**config.mk**
```make
export PLATFORM = sky130hd
export DESIGN_NAME = qr_function_pattern_classifier_core_flat
export DESIGN_NICKNAME = d
export VERILOG_FILES = /design/src/rtl/qrfp_pkg.sv /design/src/rtl/qrfp_req_if.sv /design/src/rtl/qrfp_rsp_if.sv /design/src/rtl/qrfp_classify.sv /design/src/rtl/qr_function_pattern_classifier_core.sv /design/src/flat_wrapper.sv
export VERILOG_INCLUDE_DIRS = /design/src /design/src/rtl
export SDC_FILE = /design/constraint.sdc
export NUM_CORES = 1
export LEC_CHECK = 0
export BUFFER_PORTS_ARGS = -buffer_cell sky130_fd_sc_hd__buf_2
export CORE_MARGIN = 3
export CORE_UTILIZATION = 35
export CTS_CLUSTER_SIZE = 25
export DETAILED_ROUTE_END_ITERATION = 10
export PLACE_DENSITY = 0.62
export SLEW_MARGIN = 10
export SYNTH_ARGS = -nofsm -noshare
export SYNTH_HDL_FRONTEND = slang
export SYNTH_HIERARCHICAL = 1
export SYNTH_SLANG_ARGS = --single-unit
```
**constraint.sdc**
```tcl
create_clock -name clock -period 5.6 [get_ports clock]
set_clock_uncertainty 0.2 [all_clocks]
set_input_delay 1.12 -clock clock [delete_from_list [all_inputs] [get_ports clock]]
set_output_delay 1.12 -clock clock [all_outputs]
set_load 0.005 [all_outputs]
```
**src/rtl/qr_function_pattern_classifier_core_defines.svh**
```systemverilog
// Assertion macros for the QR function pattern classifier.
// Used by the top level only; no other dependencies.
`ifndef QR_FUNCTION_PATTERN_CLASSIFIER_CORE_DEFINES_SVH
`define QR_FUNCTION_PATTERN_CLASSIFIER_CORE_DEFINES_SVH

// same-cycle implication, disabled in reset
`define QRFP_ASSERT_NOW(label, clk, rst, ante, cons) \
   label: assert property (@(posedge clk) disable iff (rst) (ante) |-> (cons)) \
      else $error("qrfp: same-cycle check failed");

// next-cycle implication, disabled in reset
`define QRFP_ASSERT_NEXT(label, clk, rst, ante, cons) \
   label: assert property (@(posedge clk) disable iff (rst) (ante) |=> (cons)) \
      else $error("qrfp: next-cycle check failed");

`endif

```
**src/rtl/qrfp_pkg.sv**
```systemverilog
// Shared types and constants of the QR function pattern classifier.
// No dependencies.
package qrfp_pkg;

   localparam int MAX_CENTERS = 7;
   localparam int COORD_W     = 8;
   localparam int VERSION_W   = 6;
   localparam int CENTERS_W   = MAX_CENTERS * COORD_W;
   localparam int CSR_DATA_W  = 64;
   localparam int CSR_ADDR_W  = 4;
   localparam int KIND_W      = 3;

   localparam logic [VERSION_W-1:0] VERSION_MIN = 6'd1;
   localparam logic [VERSION_W-1:0] VERSION_MAX = 6'd40;

   // register select: paddr bit 3 picks the 8-byte slot
   localparam logic CSR_SEL_VERSION = 1'b0;
   localparam logic CSR_SEL_CENTERS = 1'b1;

   localparam logic [KIND_W-1:0] REGION_NONE      = 3'd0;
   localparam logic [KIND_W-1:0] REGION_FINDER    = 3'd1;
   localparam logic [KIND_W-1:0] REGION_SEPARATOR = 3'd2;
   localparam logic [KIND_W-1:0] REGION_TIMING    = 3'd3;
   localparam logic [KIND_W-1:0] REGION_ALIGNMENT = 3'd4;

   typedef struct packed {
      logic              is_function_module;
      logic              module_dark;
      logic [KIND_W-1:0] region_kind;
      logic              outside_symbol;
   } result_type;

endpackage

```
**src/rtl/qrfp_req_if.sv**
```systemverilog
// Request channel: one module coordinate per beat.
// Depends on qrfp_pkg.
interface qrfp_req_if;
   import qrfp_pkg::*;

   logic               valid;
   logic               ready;
   logic [COORD_W-1:0] module_row;
   logic [COORD_W-1:0] module_col;

   modport source (output valid, output module_row, output module_col, input ready);
   modport sink   (input valid, input module_row, input module_col, output ready);
endinterface

```
**src/rtl/qrfp_rsp_if.sv**
```systemverilog
// Response channel: one classification result per beat.
// Depends on qrfp_pkg.
interface qrfp_rsp_if;
   import qrfp_pkg::*;

   logic              valid;
   logic              ready;
   logic              is_function_module;
   logic              module_dark;
   logic [KIND_W-1:0] region_kind;
   logic              outside_symbol;

   modport source (output valid, output is_function_module, output module_dark,
                   output region_kind, output outside_symbol, input ready);
   modport sink   (input valid, input is_function_module, input module_dark,
                   input region_kind, input outside_symbol, output ready);
endinterface

```
**src/rtl/qrfp_classify.sv**
```systemverilog
// Combinational classifier of one module coordinate against the function patterns.
// Depends on qrfp_pkg.
module qrfp_classify (
   input  logic [qrfp_pkg::COORD_W-1:0]   row,
   input  logic [qrfp_pkg::COORD_W-1:0]   col,
   input  logic [qrfp_pkg::VERSION_W-1:0] version,
   input  logic [qrfp_pkg::CENTERS_W-1:0] centers,
   output qrfp_pkg::result_type           result
);
   import qrfp_pkg::*;

   logic [VERSION_W-1:0] ver_eff;
   logic [COORD_W-1:0]   side;
   logic [COORD_W-1:0]   side_m7, side_m8, side_m10;

   logic                 outside;
   logic                 in_tl, in_tr, in_bl, in_finder;
   logic [COORD_W-1:0]   loc_r, loc_c;
   logic [2:0]           fin_dr, fin_dc, fin_d;
   logic                 in_sep;

   logic [COORD_W-1:0]   ctr     [MAX_CENTERS];
   logic                 ctr_ok  [MAX_CENTERS];
   logic                 ctr_lo  [MAX_CENTERS];
   logic                 ctr_hi  [MAX_CENTERS];
   logic [COORD_W-1:0]   rd_full [MAX_CENTERS];
   logic [COORD_W-1:0]   cd_full [MAX_CENTERS];
   logic                 r_near  [MAX_CENTERS];
   logic                 c_near  [MAX_CENTERS];

   logic [MAX_CENTERS-1:0] row_hit;
   logic [MAX_CENTERS-1:0] row_dark;
   logic                   pair_hit;
   logic                   pair_d1;
   logic                   aln_hit, aln_dark;

   logic                 tim_row, tim_col;

   function automatic logic [2:0] dist3(input logic [2:0] x);
      dist3 = (x >= 3'd3) ? (x - 3'd3) : (3'd3 - x);
   endfunction

   // side length and edge offsets
   always_comb begin
      if (version < VERSION_MIN) begin
         ver_eff = VERSION_MIN;
      end else if (version > VERSION_MAX) begin
         ver_eff = VERSION_MAX;
      end else begin
         ver_eff = version;
      end
      side     = 8'd17 + {ver_eff, 2'b00};
      side_m7  = side - 8'd7;
      side_m8  = side - 8'd8;
      side_m10 = side - 8'd10;
   end

   // finders and separators
   always_comb begin
      outside   = (row >= side) || (col >= side);
      in_tl     = (row < 8'd7) && (col < 8'd7);
      in_bl     = (row >= side_m7) && (col < 8'd7);
      in_tr     = (row < 8'd7) && (col >= side_m7);
      in_finder = in_tl || in_bl || in_tr;
      loc_r     = in_bl ? (row - side_m7) : row;
      loc_c     = in_tr ? (col - side_m7) : col;
      fin_dr    = dist3(loc_r[2:0]);
      fin_dc    = dist3(loc_c[2:0]);
      fin_d     = (fin_dr > fin_dc) ? fin_dr : fin_dc;
      in_sep    = ((row < 8'd8) && (col == 8'd7)) || ((row == 8'd7) && (col < 8'd8)) ||
                  ((row < 8'd8) && (col == side_m8)) || ((row == 8'd7) && (col >= side_m8)) ||
                  ((row >= side_m8) && (col == 8'd7)) || ((row == side_m8) && (col < 8'd8));
   end

   // per-center distances and finder-zone flags
   always_comb begin
      for (int k = 0; k < MAX_CENTERS; k++) begin
         ctr[k]     = centers[k*COORD_W +: COORD_W];
         ctr_ok[k]  = ctr[k] >= 8'd3;
         ctr_lo[k]  = ctr[k] < 8'd10;       // ring corner below 8
         ctr_hi[k]  = ctr[k] >= side_m10;   // ring corner at or past side-12
         rd_full[k] = (row >= ctr[k]) ? (row - ctr[k]) : (ctr[k] - row);
         cd_full[k] = (col >= ctr[k]) ? (col - ctr[k]) : (ctr[k] - col);
         r_near[k]  = rd_full[k] <= 8'd2;
         c_near[k]  = cd_full[k] <= 8'd2;
      end
   end

   // first matching column center per row center; the color comes from that pair
   always_comb begin
      for (int a = 0; a < MAX_CENTERS; a++) begin
         row_hit[a]  = 1'b0;
         row_dark[a] = 1'b0;
         for (int b = MAX_CENTERS - 1; b >= 0; b--) begin
            pair_hit = ctr_ok[a] && ctr_ok[b] && r_near[a] && c_near[b] &&
                       !((ctr_lo[a] && ctr_lo[b]) || (ctr_lo[a] && ctr_hi[b]) ||
                         (ctr_hi[a] && ctr_lo[b]));
            pair_d1  = (rd_full[a] <= 8'd1) && (cd_full[b] <= 8'd1) &&
                       ((rd_full[a] != 8'd0) || (cd_full[b] != 8'd0));
            if (pair_hit) begin
               row_hit[a]  = 1'b1;
               row_dark[a] = !pair_d1;
            end
         end
      end
      aln_hit  = 1'b0;
      aln_dark = 1'b0;
      for (int a = MAX_CENTERS - 1; a >= 0; a--) begin
         if (row_hit[a]) begin
            aln_hit  = 1'b1;
            aln_dark = row_dark[a];
         end
      end
   end

   // timing lines and final priority
   always_comb begin
      tim_row = (row == 8'd6) && (col >= 8'd8) && (col < side_m8);
      tim_col = (col == 8'd6) && (row >= 8'd8) && (row < side_m8);

      result = '0;
      if (outside) begin
         result.outside_symbol = 1'b1;
      end else if (in_finder) begin
         result.region_kind = REGION_FINDER;
         result.module_dark = (fin_d != 3'd2);
      end else if (in_sep) begin
         result.region_kind = REGION_SEPARATOR;
      end else if (aln_hit) begin
         result.region_kind = REGION_ALIGNMENT;
         result.module_dark = aln_dark;
      end else if (tim_row) begin
         result.region_kind = REGION_TIMING;
         result.module_dark = !col[0];
      end else if (tim_col) begin
         result.region_kind = REGION_TIMING;
         result.module_dark = !row[0];
      end
      result.is_function_module = (result.region_kind != REGION_NONE);
   end

endmodule

```
**src/rtl/qr_function_pattern_classifier_core.sv**
```systemverilog
// Top level of the QR function pattern classifier: CSR port, two-stage pipeline.
// Depends on qrfp_pkg, qrfp_req_if, qrfp_rsp_if, qrfp_classify and the defines header.
//
// Usage
//   req  : one module coordinate (module_row, module_col) per beat, valid/ready.
//   rsp  : one result per request beat, in order: is_function_module,
//          module_dark, region_kind, outside_symbol.
//   csr  : APB-style, 64-bit data, always ready. 0x0 symbol_version (6 bits),
//          0x8 alignment_centers (seven 8-bit centers, zero = unused).
//          Write only while the pipe is empty.
// Path: a request accepted on req is held in the input register, classified
//   combinationally from there, and captured in the result register that
//   drives rsp.
// Throughput: one beat per cycle while rsp.ready stays high; each stage advances when it is free.
// Stall: when rsp.ready is low the result register holds, the input register
//   fills behind it, and req.ready then drops; nothing is dropped or repeated.
// Reset: synchronous, active high; empties both stages, version back to 1 and
//   all alignment centers cleared.
`include "qr_function_pattern_classifier_core_defines.svh"

module qr_function_pattern_classifier_core (
   input  logic                            clock,
   input  logic                            reset,
   qrfp_req_if.sink                        req,
   qrfp_rsp_if.source                      rsp,
   input  logic                            csr_psel,
   input  logic                            csr_penable,
   input  logic                            csr_pwrite,
   input  logic [qrfp_pkg::CSR_ADDR_W-1:0] csr_paddr,
   input  logic [qrfp_pkg::CSR_DATA_W-1:0] csr_pwdata,
   output logic [qrfp_pkg::CSR_DATA_W-1:0] csr_prdata,
   output logic                            csr_pready
);
   import qrfp_pkg::*;

   // configuration registers
   logic [VERSION_W-1:0] version_ff, version_in;
   logic [CENTERS_W-1:0] centers_ff, centers_in;
   logic                 csr_wr;

   // stage 1: input register
   logic                 s1_valid_ff, s1_valid_in;
   logic [COORD_W-1:0]   s1_row_ff, s1_row_in;
   logic [COORD_W-1:0]   s1_col_ff, s1_col_in;

   // stage 2: result register
   logic                 s2_valid_ff, s2_valid_in;
   result_type           s2_result_ff, s2_result_in;
   result_type           cls_result;

   logic                 s2_free;
   logic                 s1_free;

   // ---------------- CSR ----------------
   assign csr_pready = 1'b1;
   assign csr_wr     = csr_psel && csr_penable && csr_pwrite && csr_pready;

   always_comb begin
      version_in = version_ff;
      centers_in = centers_ff;
      if (csr_wr) begin
         case (csr_paddr[3])
            CSR_SEL_VERSION: version_in = csr_pwdata[VERSION_W-1:0];
            CSR_SEL_CENTERS: centers_in = csr_pwdata[CENTERS_W-1:0];
            default: ;
         endcase
      end
   end

   always_comb begin
      case (csr_paddr[3])
         CSR_SEL_VERSION: csr_prdata = {{(CSR_DATA_W-VERSION_W){1'b0}}, version_ff};
         CSR_SEL_CENTERS: csr_prdata = {{(CSR_DATA_W-CENTERS_W){1'b0}}, centers_ff};
         default:         csr_prdata = '0;
      endcase
   end

   // ---------------- pipeline control ----------------
   // result register frees when empty or taken; input register frees when
   // empty or moving down into a freed result register
   assign s2_free   = !s2_valid_ff || rsp.ready;
   assign s1_free   = !s1_valid_ff || s2_free;
   assign req.ready = s1_free;

   always_comb begin
      s1_valid_in = s1_valid_ff;
      s1_row_in   = s1_row_ff;
      s1_col_in   = s1_col_ff;
      if (s1_free) begin
         s1_valid_in = req.valid;
         s1_row_in   = req.module_row;
         s1_col_in   = req.module_col;
      end
   end

   always_comb begin
      s2_valid_in  = s2_valid_ff;
      s2_result_in = s2_result_ff;
      if (s2_free) begin
         s2_valid_in  = s1_valid_ff;
         s2_result_in = cls_result;
      end
   end

   qrfp_classify u_classify (
      .row     (s1_row_ff),
      .col     (s1_col_ff),
      .version (version_ff),
      .centers (centers_ff),
      .result  (cls_result)
   );

   always_ff @(posedge clock) begin
      if (reset) begin
         version_ff  <= VERSION_MIN;
         centers_ff  <= '0;
         s1_valid_ff <= 1'b0;
         s2_valid_ff <= 1'b0;
      end else begin
         version_ff  <= version_in;
         centers_ff  <= centers_in;
         s1_valid_ff <= s1_valid_in;
         s2_valid_ff <= s2_valid_in;
      end
   end

   // payload, no reset
   always_ff @(posedge clock) begin
      s1_row_ff    <= s1_row_in;
      s1_col_ff    <= s1_col_in;
      s2_result_ff <= s2_result_in;
   end

   // ---------------- response ----------------
   assign rsp.valid              = s2_valid_ff;
   assign rsp.is_function_module = s2_result_ff.is_function_module;
   assign rsp.module_dark        = s2_result_ff.module_dark;
   assign rsp.region_kind        = s2_result_ff.region_kind;
   assign rsp.outside_symbol     = s2_result_ff.outside_symbol;

   // ---------------- assertions ----------------
   `QRFP_ASSERT_NOW(a_outside_clean, clock, reset, rsp.valid && rsp.outside_symbol, !rsp.is_function_module && (rsp.region_kind == REGION_NONE) && !rsp.module_dark)
   `QRFP_ASSERT_NOW(a_func_matches_kind, clock, reset, rsp.valid, rsp.is_function_module == (rsp.region_kind != REGION_NONE))
   `QRFP_ASSERT_NOW(a_dark_is_function, clock, reset, rsp.valid && rsp.module_dark, rsp.is_function_module)
   `QRFP_ASSERT_NEXT(a_s1_holds_on_stall, clock, reset, s1_valid_ff && s2_valid_ff && !rsp.ready, s1_valid_ff && s2_valid_ff)

endmodule

```
**src/flat_wrapper.sv**
```systemverilog
// flat-port wrapper written by rule: the top's interface ports become plain ports
module qr_function_pattern_classifier_core_flat import qrfp_pkg::*;
  (clock, reset, csr_psel, csr_penable, csr_pwrite, csr_paddr, csr_pwdata, csr_prdata, csr_pready, req_valid, req_module_row, req_module_col, req_ready, rsp_valid, rsp_is_function_module, rsp_module_dark, rsp_region_kind, rsp_outside_symbol, rsp_ready);
  qrfp_req_if req_i ();
  qrfp_rsp_if rsp_i ();
  input  logic clock;
  input  logic reset;
  input  logic csr_psel;
  input  logic csr_penable;
  input  logic csr_pwrite;
  input  logic [qrfp_pkg::CSR_ADDR_W-1:0] csr_paddr;
  input  logic [qrfp_pkg::CSR_DATA_W-1:0] csr_pwdata;
  output logic [qrfp_pkg::CSR_DATA_W-1:0] csr_prdata;
  output logic csr_pready;
  input wire logic [$bits(req_i.valid)-1:0] req_valid;
  input wire logic [$bits(req_i.module_row)-1:0] req_module_row;
  input wire logic [$bits(req_i.module_col)-1:0] req_module_col;
  output wire logic [$bits(req_i.ready)-1:0] req_ready;
  output wire logic [$bits(rsp_i.valid)-1:0] rsp_valid;
  output wire logic [$bits(rsp_i.is_function_module)-1:0] rsp_is_function_module;
  output wire logic [$bits(rsp_i.module_dark)-1:0] rsp_module_dark;
  output wire logic [$bits(rsp_i.region_kind)-1:0] rsp_region_kind;
  output wire logic [$bits(rsp_i.outside_symbol)-1:0] rsp_outside_symbol;
  input wire logic [$bits(rsp_i.ready)-1:0] rsp_ready;
  assign req_i.valid = req_valid;
  assign req_i.module_row = req_module_row;
  assign req_i.module_col = req_module_col;
  assign req_ready = req_i.ready;
  assign rsp_valid = rsp_i.valid;
  assign rsp_is_function_module = rsp_i.is_function_module;
  assign rsp_module_dark = rsp_i.module_dark;
  assign rsp_region_kind = rsp_i.region_kind;
  assign rsp_outside_symbol = rsp_i.outside_symbol;
  assign rsp_i.ready = rsp_ready;
  qr_function_pattern_classifier_core u_core (.clock(clock), .reset(reset), .req(req_i), .rsp(rsp_i), .csr_psel(csr_psel), .csr_penable(csr_penable), .csr_pwrite(csr_pwrite), .csr_paddr(csr_paddr), .csr_pwdata(csr_pwdata), .csr_prdata(csr_prdata), .csr_pready(csr_pready));
endmodule
```
### Yosys cells after proc, flatten, opt, wreduce, memory -nomap -nowiden

Index checks and enable logic that the tools add are counted.

* add/subtract/negate cells: 38
* $lt $le $gt $ge: 82
* eq/ne operators: 7
* mux-type cells: 142
* bitwise logic cells: 1
* reductions and logical operators: 627

Operators by type and width (number)
* logical AND 1 bit: 351
* subtractor 8 bit: 28
* greater-or-equal comparator 8 bit: 27
* logical OR 1 bit: 157
* case mux 64 bit (2 select lines): 1
* two-way mux 1 bit: 114
* less-or-equal comparator 8 x 1 -> 1 bit (second input constant): 14
* less-or-equal comparator 8 x 2 -> 1 bit (second input constant): 14
* two-way mux 8 bit: 14
* nonzero test 8 bit: 14
* logical NOT 1 bit: 102
* < comparator 8 x 4 -> 1 bit (second input constant): 9
* greater-or-equal comparator 8 x 2 -> 1 bit (second input constant): 7
* equality test 8 x 3 -> 1 bit (second input constant): 4
* two-way mux 3 bit: 7
* equality test 8 bit: 2
* greater-or-equal comparator 8 x 4 -> 1 bit (second input constant): 2
* < comparator 8 x 3 -> 1 bit (second input constant): 2
* < comparator 8 bit: 2
* two-way mux 4 bit: 4
* subtractor 8 x 4 -> 8 bit (second input constant): 2
* two-way mux 6 bit: 2
* adder 5 x 8 -> 8 bit (first input constant): 1
* subtractor 8 x 3 -> 8 bit (second input constant): 1
* 11 further kinds: 16

* flip-flop bits (word level): 86
* input bits: 91
* word-level logic and storage cells: 907

### Longest topological paths before layout

* depth after elaboration: 30
* mapped depth: 25
* mapped depth without buffers: 25

### Cells and area by module

The synthesis kept the hierarchy.

Modules (own cells, without submodules)
* qrfp_classify: times used 1, cells an instance 1994, area an instance 14585.2 um2, seq. area each 0.0 um2
* qr_function_pattern_classifier_core: times used 1, cells an instance 368, area an instance 3996.3 um2, seq. area each 1941.9 um2

### Worst setup path before layout

Ideal clock, no wire load.

* path type: flip-flop to flip-flop
* start: register u_core.s1_col_ff[1]
* end: register u_core.s2_result_ff, in the netlist u_core/rsp.module_dark (data pin)
* setup time: 0.271 ns
* arrival time: 5.110 ns
* required time: 5.129 ns
* slack: 0.019 ns
* cell stages (with the launch flop): 16
* path buffers: 0
* period minus slack after synthesis: 5.581 ns
* cell sequence: edfxtp_1 inv_1 ha_1 nand4_1 a31oi_4 o32ai_4 mux2_2 a211o_1 a211oi_2 nor4_4 and2_1 o41a_1 or4_4 nor4b_4 and3_1 a211oi_2

* longest elaborated chain between the ends: 23
* elaborated cells on any way between the ends: 505
* classes of those cells: add/sub (19); order compare (31); eq/ne (4); mux (129); reduce/logical (322)

Ends and longest elaborated chain
* start, declared: line qr_function_pattern_classifier_core.sv:44 `logic [COORD_W-1:0] s1_col_ff, s1_col_in;`
* start signal, assigned: line qr_function_pattern_classifier_core.sv:130 `s1_col_ff <= s1_col_in;`
* subtractor 8 bit / greater-or-equal comparator 8 bit (equally long branches): line qrfp_classify.sv:83 `cd_full[k] = (col >= ctr[k]) ? (col - ctr[k]) : (ctr[k] - col);`
* two-way mux 8 bit: line qrfp_classify.sv:83
* less-or-equal comparator 8 x 1 -> 1 bit / nonzero test 8 bit (equally long branches): line qrfp_classify.sv:98, qrfp_classify.sv:99
* logical AND 1 bit / logical OR 1 bit (equally long branches): line qrfp_classify.sv:98, qrfp_classify.sv:99
* logical AND 1 bit: line qrfp_classify.sv:98 `pair_d1 = (rd_full[a] <= 8'd1) && (cd_full[b] <= 8'd1) &&`
* logical NOT 1 bit: line qrfp_classify.sv:102 `row_dark[a] = !pair_d1;`
* two-way mux 1 bit (7 in series): line qrfp_classify.sv:100 `if (pair_hit) begin`
* two-way mux 1 bit (7 in series): line qrfp_classify.sv:109 `if (row_hit[a]) begin`
* two-way mux 4 bit: line qrfp_classify.sv:129 `end else if (aln_hit) begin`
* two-way mux 1 bit: line qrfp_classify.sv:127 `end else if (in_sep) begin`
* two-way mux 4 bit: line qrfp_classify.sv:124 `end else if (in_finder) begin`
* end signal, assigned: line qr_function_pattern_classifier_core.sv:131 `s2_result_ff <= s2_result_in;`
* end, declared: line qr_function_pattern_classifier_core.sv:48 `result_type s2_result_ff, s2_result_in;`

Parallel ways exist; a longest one is shown, timed or not.
A chain may end at the register's enable or synchronous reset.

==> results_dict.tcl <==
set metrics [dict create \
    drtIter0Drc 1734 \
    r2r_slack_ns -0.02 \
    syn_to_final_growth_pct 21.0 \
    drive_gt1_frac 0.213 \
    cp_slowest_cell "or4_4" \
    synth.area.top_cells "ha_1 (19%), dfxtp_1 (6.9%), mux2i_1 (5.8%), nand2b_1 (4.6%), a21oi_1 (4.4%)" \
    start_util 0.358 \
    htree_levels 3 \
    yosysTopAreaCell "ha_1" \
    power_leakage_uw 0.00996 \
    wire_per_inst_um 23.0 \
    hold_violations 0 \
    dp_slack_ns -0.140 \
    top_usage_layer "met2" \
    gp_congestion 1.03 \
    maxSlewViolCount 0 \
    r2r_cells 23 \
    cts_sinks 86 \
    use_met2 0.401 \
    cts.path.max_buffers 2 \
    min-delay-start "u_core/s1_valid_ff" \
    hold_path_class "reg -> reg" \
    cellPowerDensity_mw_per_mm2 131 \
    cpPeakStageDelay_ns 0.53 \
    criticalPathCategory "reg -> reg" \
    clkLatencyLatePin_ns 0.39 \
    nets 3069 \
    worstPathMaxFanout 5 \
    peakVddDrop_mv 0.210 \
    io_pins 164 \
    ys_async_sr_fraction 0 \
    total_power_uw 2950 \
    place_inst 3326 \
    grt_antenna_before_repair 2 \
    holdPathStages 2 \
    remaining_drc_errors 0 \
    path_clk_slew_ns 0.08 \
    required_ns 5.63 \
    die-width_um 236 \
    fp-row-count 83 \
    tns_ns -0.0160 \
    timing.rr.start "u_core/version_ff[4]" \
    track_usage 0.264 \
    gr-usage-met1 0.359 \
    core_region_area_mm2 0.0519 \
    cts_tree "yes" \
    fin_ws_ns -0.0160 \
    yosysWarnings 6 \
    grt-ovfl-total 0 \
    syn_inst 2362 \
    fin_crit_ns 5.62 \
    vias 20300 \
    syn_avg_cell_area_um2 7.87 \
    synth.distinct_cells 123 \
    rsz0062_at_grt "yes" \
    cp-start-kind "flop" \
    max_cap_viol_count 0 \
    dp_hpwl_um 58700 \
    fmaxAchievable_ghz 0.178 \
    vias_per_cell 6.03 \
    grt_pass1_vias 19500 \
    io_buffers 143 \
    startpoint "u_core/version_ff[4]" \
    ys_seq_elements 86 \
    status "finished with violations" \
    endpoint_kind "flop" \
    drtPass1Iterations 7 \
    setup_viol_count_final 1 \
    drt.antenna.violating_nets 0 \
    netlist_area_mm2 0.0186 \
    drt-total-wl_um 77100 \
    grt_pass1_wl_um 115000 \
    use_met3 0.0597 \
    grt_start_max_net_pins 122 \
    numCtsBuffers 9 \
    cp.arrival_ns 5.64 \
    violations "negative setup slack" \
    synth_top_area_share 0.188 \
    die_h_um 236 \
    dieArea_mm2 0.0559 \
    hold_slack_ns 0.251 \
    ys_seq_area_frac 0.105 \
    finalCritPeriodShare 1.00 \
    final_cell_mix "ha_1 (274), buf_4 (240), nand2_1 (153)" \
    cts_root_buf "clkbuf_16" \
    crit_chain "or4_4, nor2_2, a21o_1, ha_4, nand3_4, xor2_4, buf_12, buf_12, ha_4, nand3_2, a21o_4, a2111oi_4, a211oi_2, or2_4, a32o_2, a22oi_2, a41oi_2, nand4b_1, nor4b_4, buf_4, buf_6, nand2_2, a211oi_2" \
    synth_edf_count 22 \
    stdcell_count 3358 \
    final_common_cell "ha_1" \
    slew_headroom 0.346 \
    ys.flop_type "dfxtp_1" \
    max_slew.worst_pin.slew_ns 0.981 \
]
==> cells by family after synthesis <==
family,after synthesis,share of synthesized area
xor+xnor,45,0.0212
buf+inv,261,0.0630
flops,86,0.105
simple gates,798,0.241
other cells,2,0.000404
mux,127,0.0698
compound gates,733,0.281
fa+ha+maj,310,0.220
==> stage by stage <==
stage	area (um^2)	utilization
4_1_cts	22000	0.424
5_1_grt	22500	0.433
3_3_place_gp	21600	0.416
2_1_floorplan	18600	-
6_report	22500	0.433
3_5_place_dp	21600	0.416
==> per-layer routing <==
| metal | routed length (um) | up-vias |
|---|---|---|
| met5 | 39 | - |
| met4 | 3660 | 6 |
| met3 | 7340 | 194 |
| met2 | 32300 | 962 |
| met1 | 33700 | 9650 |
| li1 | - | 9442 |
==> critical path: cells and delay by family (launching register included) <==
kind / cells / cell delay [ns]
buf+inv: 4 / 0.55
fa+ha+maj: 2 / 0.44
compound gates: 8 / 1.89
flops: 1 / 0.32
xor+xnor: 1 / 0.20
simple gates: 8 / 1.87
==> flip-flops by register name, indices dropped and copies added (netlist names) <==
name	flops
u_core/s1_col_ff	8
u_core/s1_valid_ff	1
u_core/rsp.outside_symbol	1
u_core/rsp.valid	1
u_core/s1_row_ff	8
u_core/version_ff	6
u_core/rsp.module_dark	1
u_core/rsp.is_function_module	1
u_core/rsp.region_kind	3
u_core/centers_ff	56
==> power by group <==
group / switching, uW / internal [uW] / total, uW
clock network: 336 / 366 / 702
registers: 25.4 / 656 / 681
logic: 942 / 628 / 1570
total: 1300 / 1650 / 2950
==> path summary, 6_finish.rpt <==
| path | to |
|---|---|
| max | u_core/rsp.region_kind[1] |
| max reg2reg | u_core/rsp.region_kind[1] |
| min reg2reg | u_core/rsp.valid |
| min | u_core/rsp.valid |
==> Yosys cell counts (10+ instances only) <==
cell type	count
a221oi_1	14
o211a_1	11
buf_4	15
or3_1	16
nand2_1	155
a211oi_1	47
nand2b_1	137
dfxtp_1	64
o2111a_1	12
nor2b_1	30
nor4_1	21
inv_1	151
ha_1	279
nand3_1	61
a21o_1	76
nand4_1	35
o21bai_1	12
edfxtp_1	22
xor2_1	19
o31ai_1	20
clkbuf_1	55
xnor2_1	26
nor2_1	84
fa_1	28
mux2_2	18
mux2i_1	107
a31oi_1	33
a22oi_1	10
buf_2	27
or2_2	10
o21ai_0	110
and3_1	36
nor3_1	52
o21a_1	33
a21oi_1	164
and4_1	15
nand3b_1	19
and2_1	76
o211ai_1	19
a2111oi_0	14
==> cell type report <==
class | count | area, um^2
tap | 680 | 851
timing repair buffer | 401 | 2860
multi-input combinational | 2022 | 15900
clock buffer | 10 | 239
inverter | 151 | 567
sequential | 86 | 1940
fill | 5225 | 29400
clock inverter | 6 | 72.6
antenna | 2 | 5.00
==> repair_timing <==
action,4_1_cts,5_1_grt
hold buffers,0,0
hold endpoints to repair,0,0
pin swaps,9,39
gates resized for setup,22,85
setup endpoints to repair,5,5
buffers inserted,4,12
(Power assumes the default switching activity.)
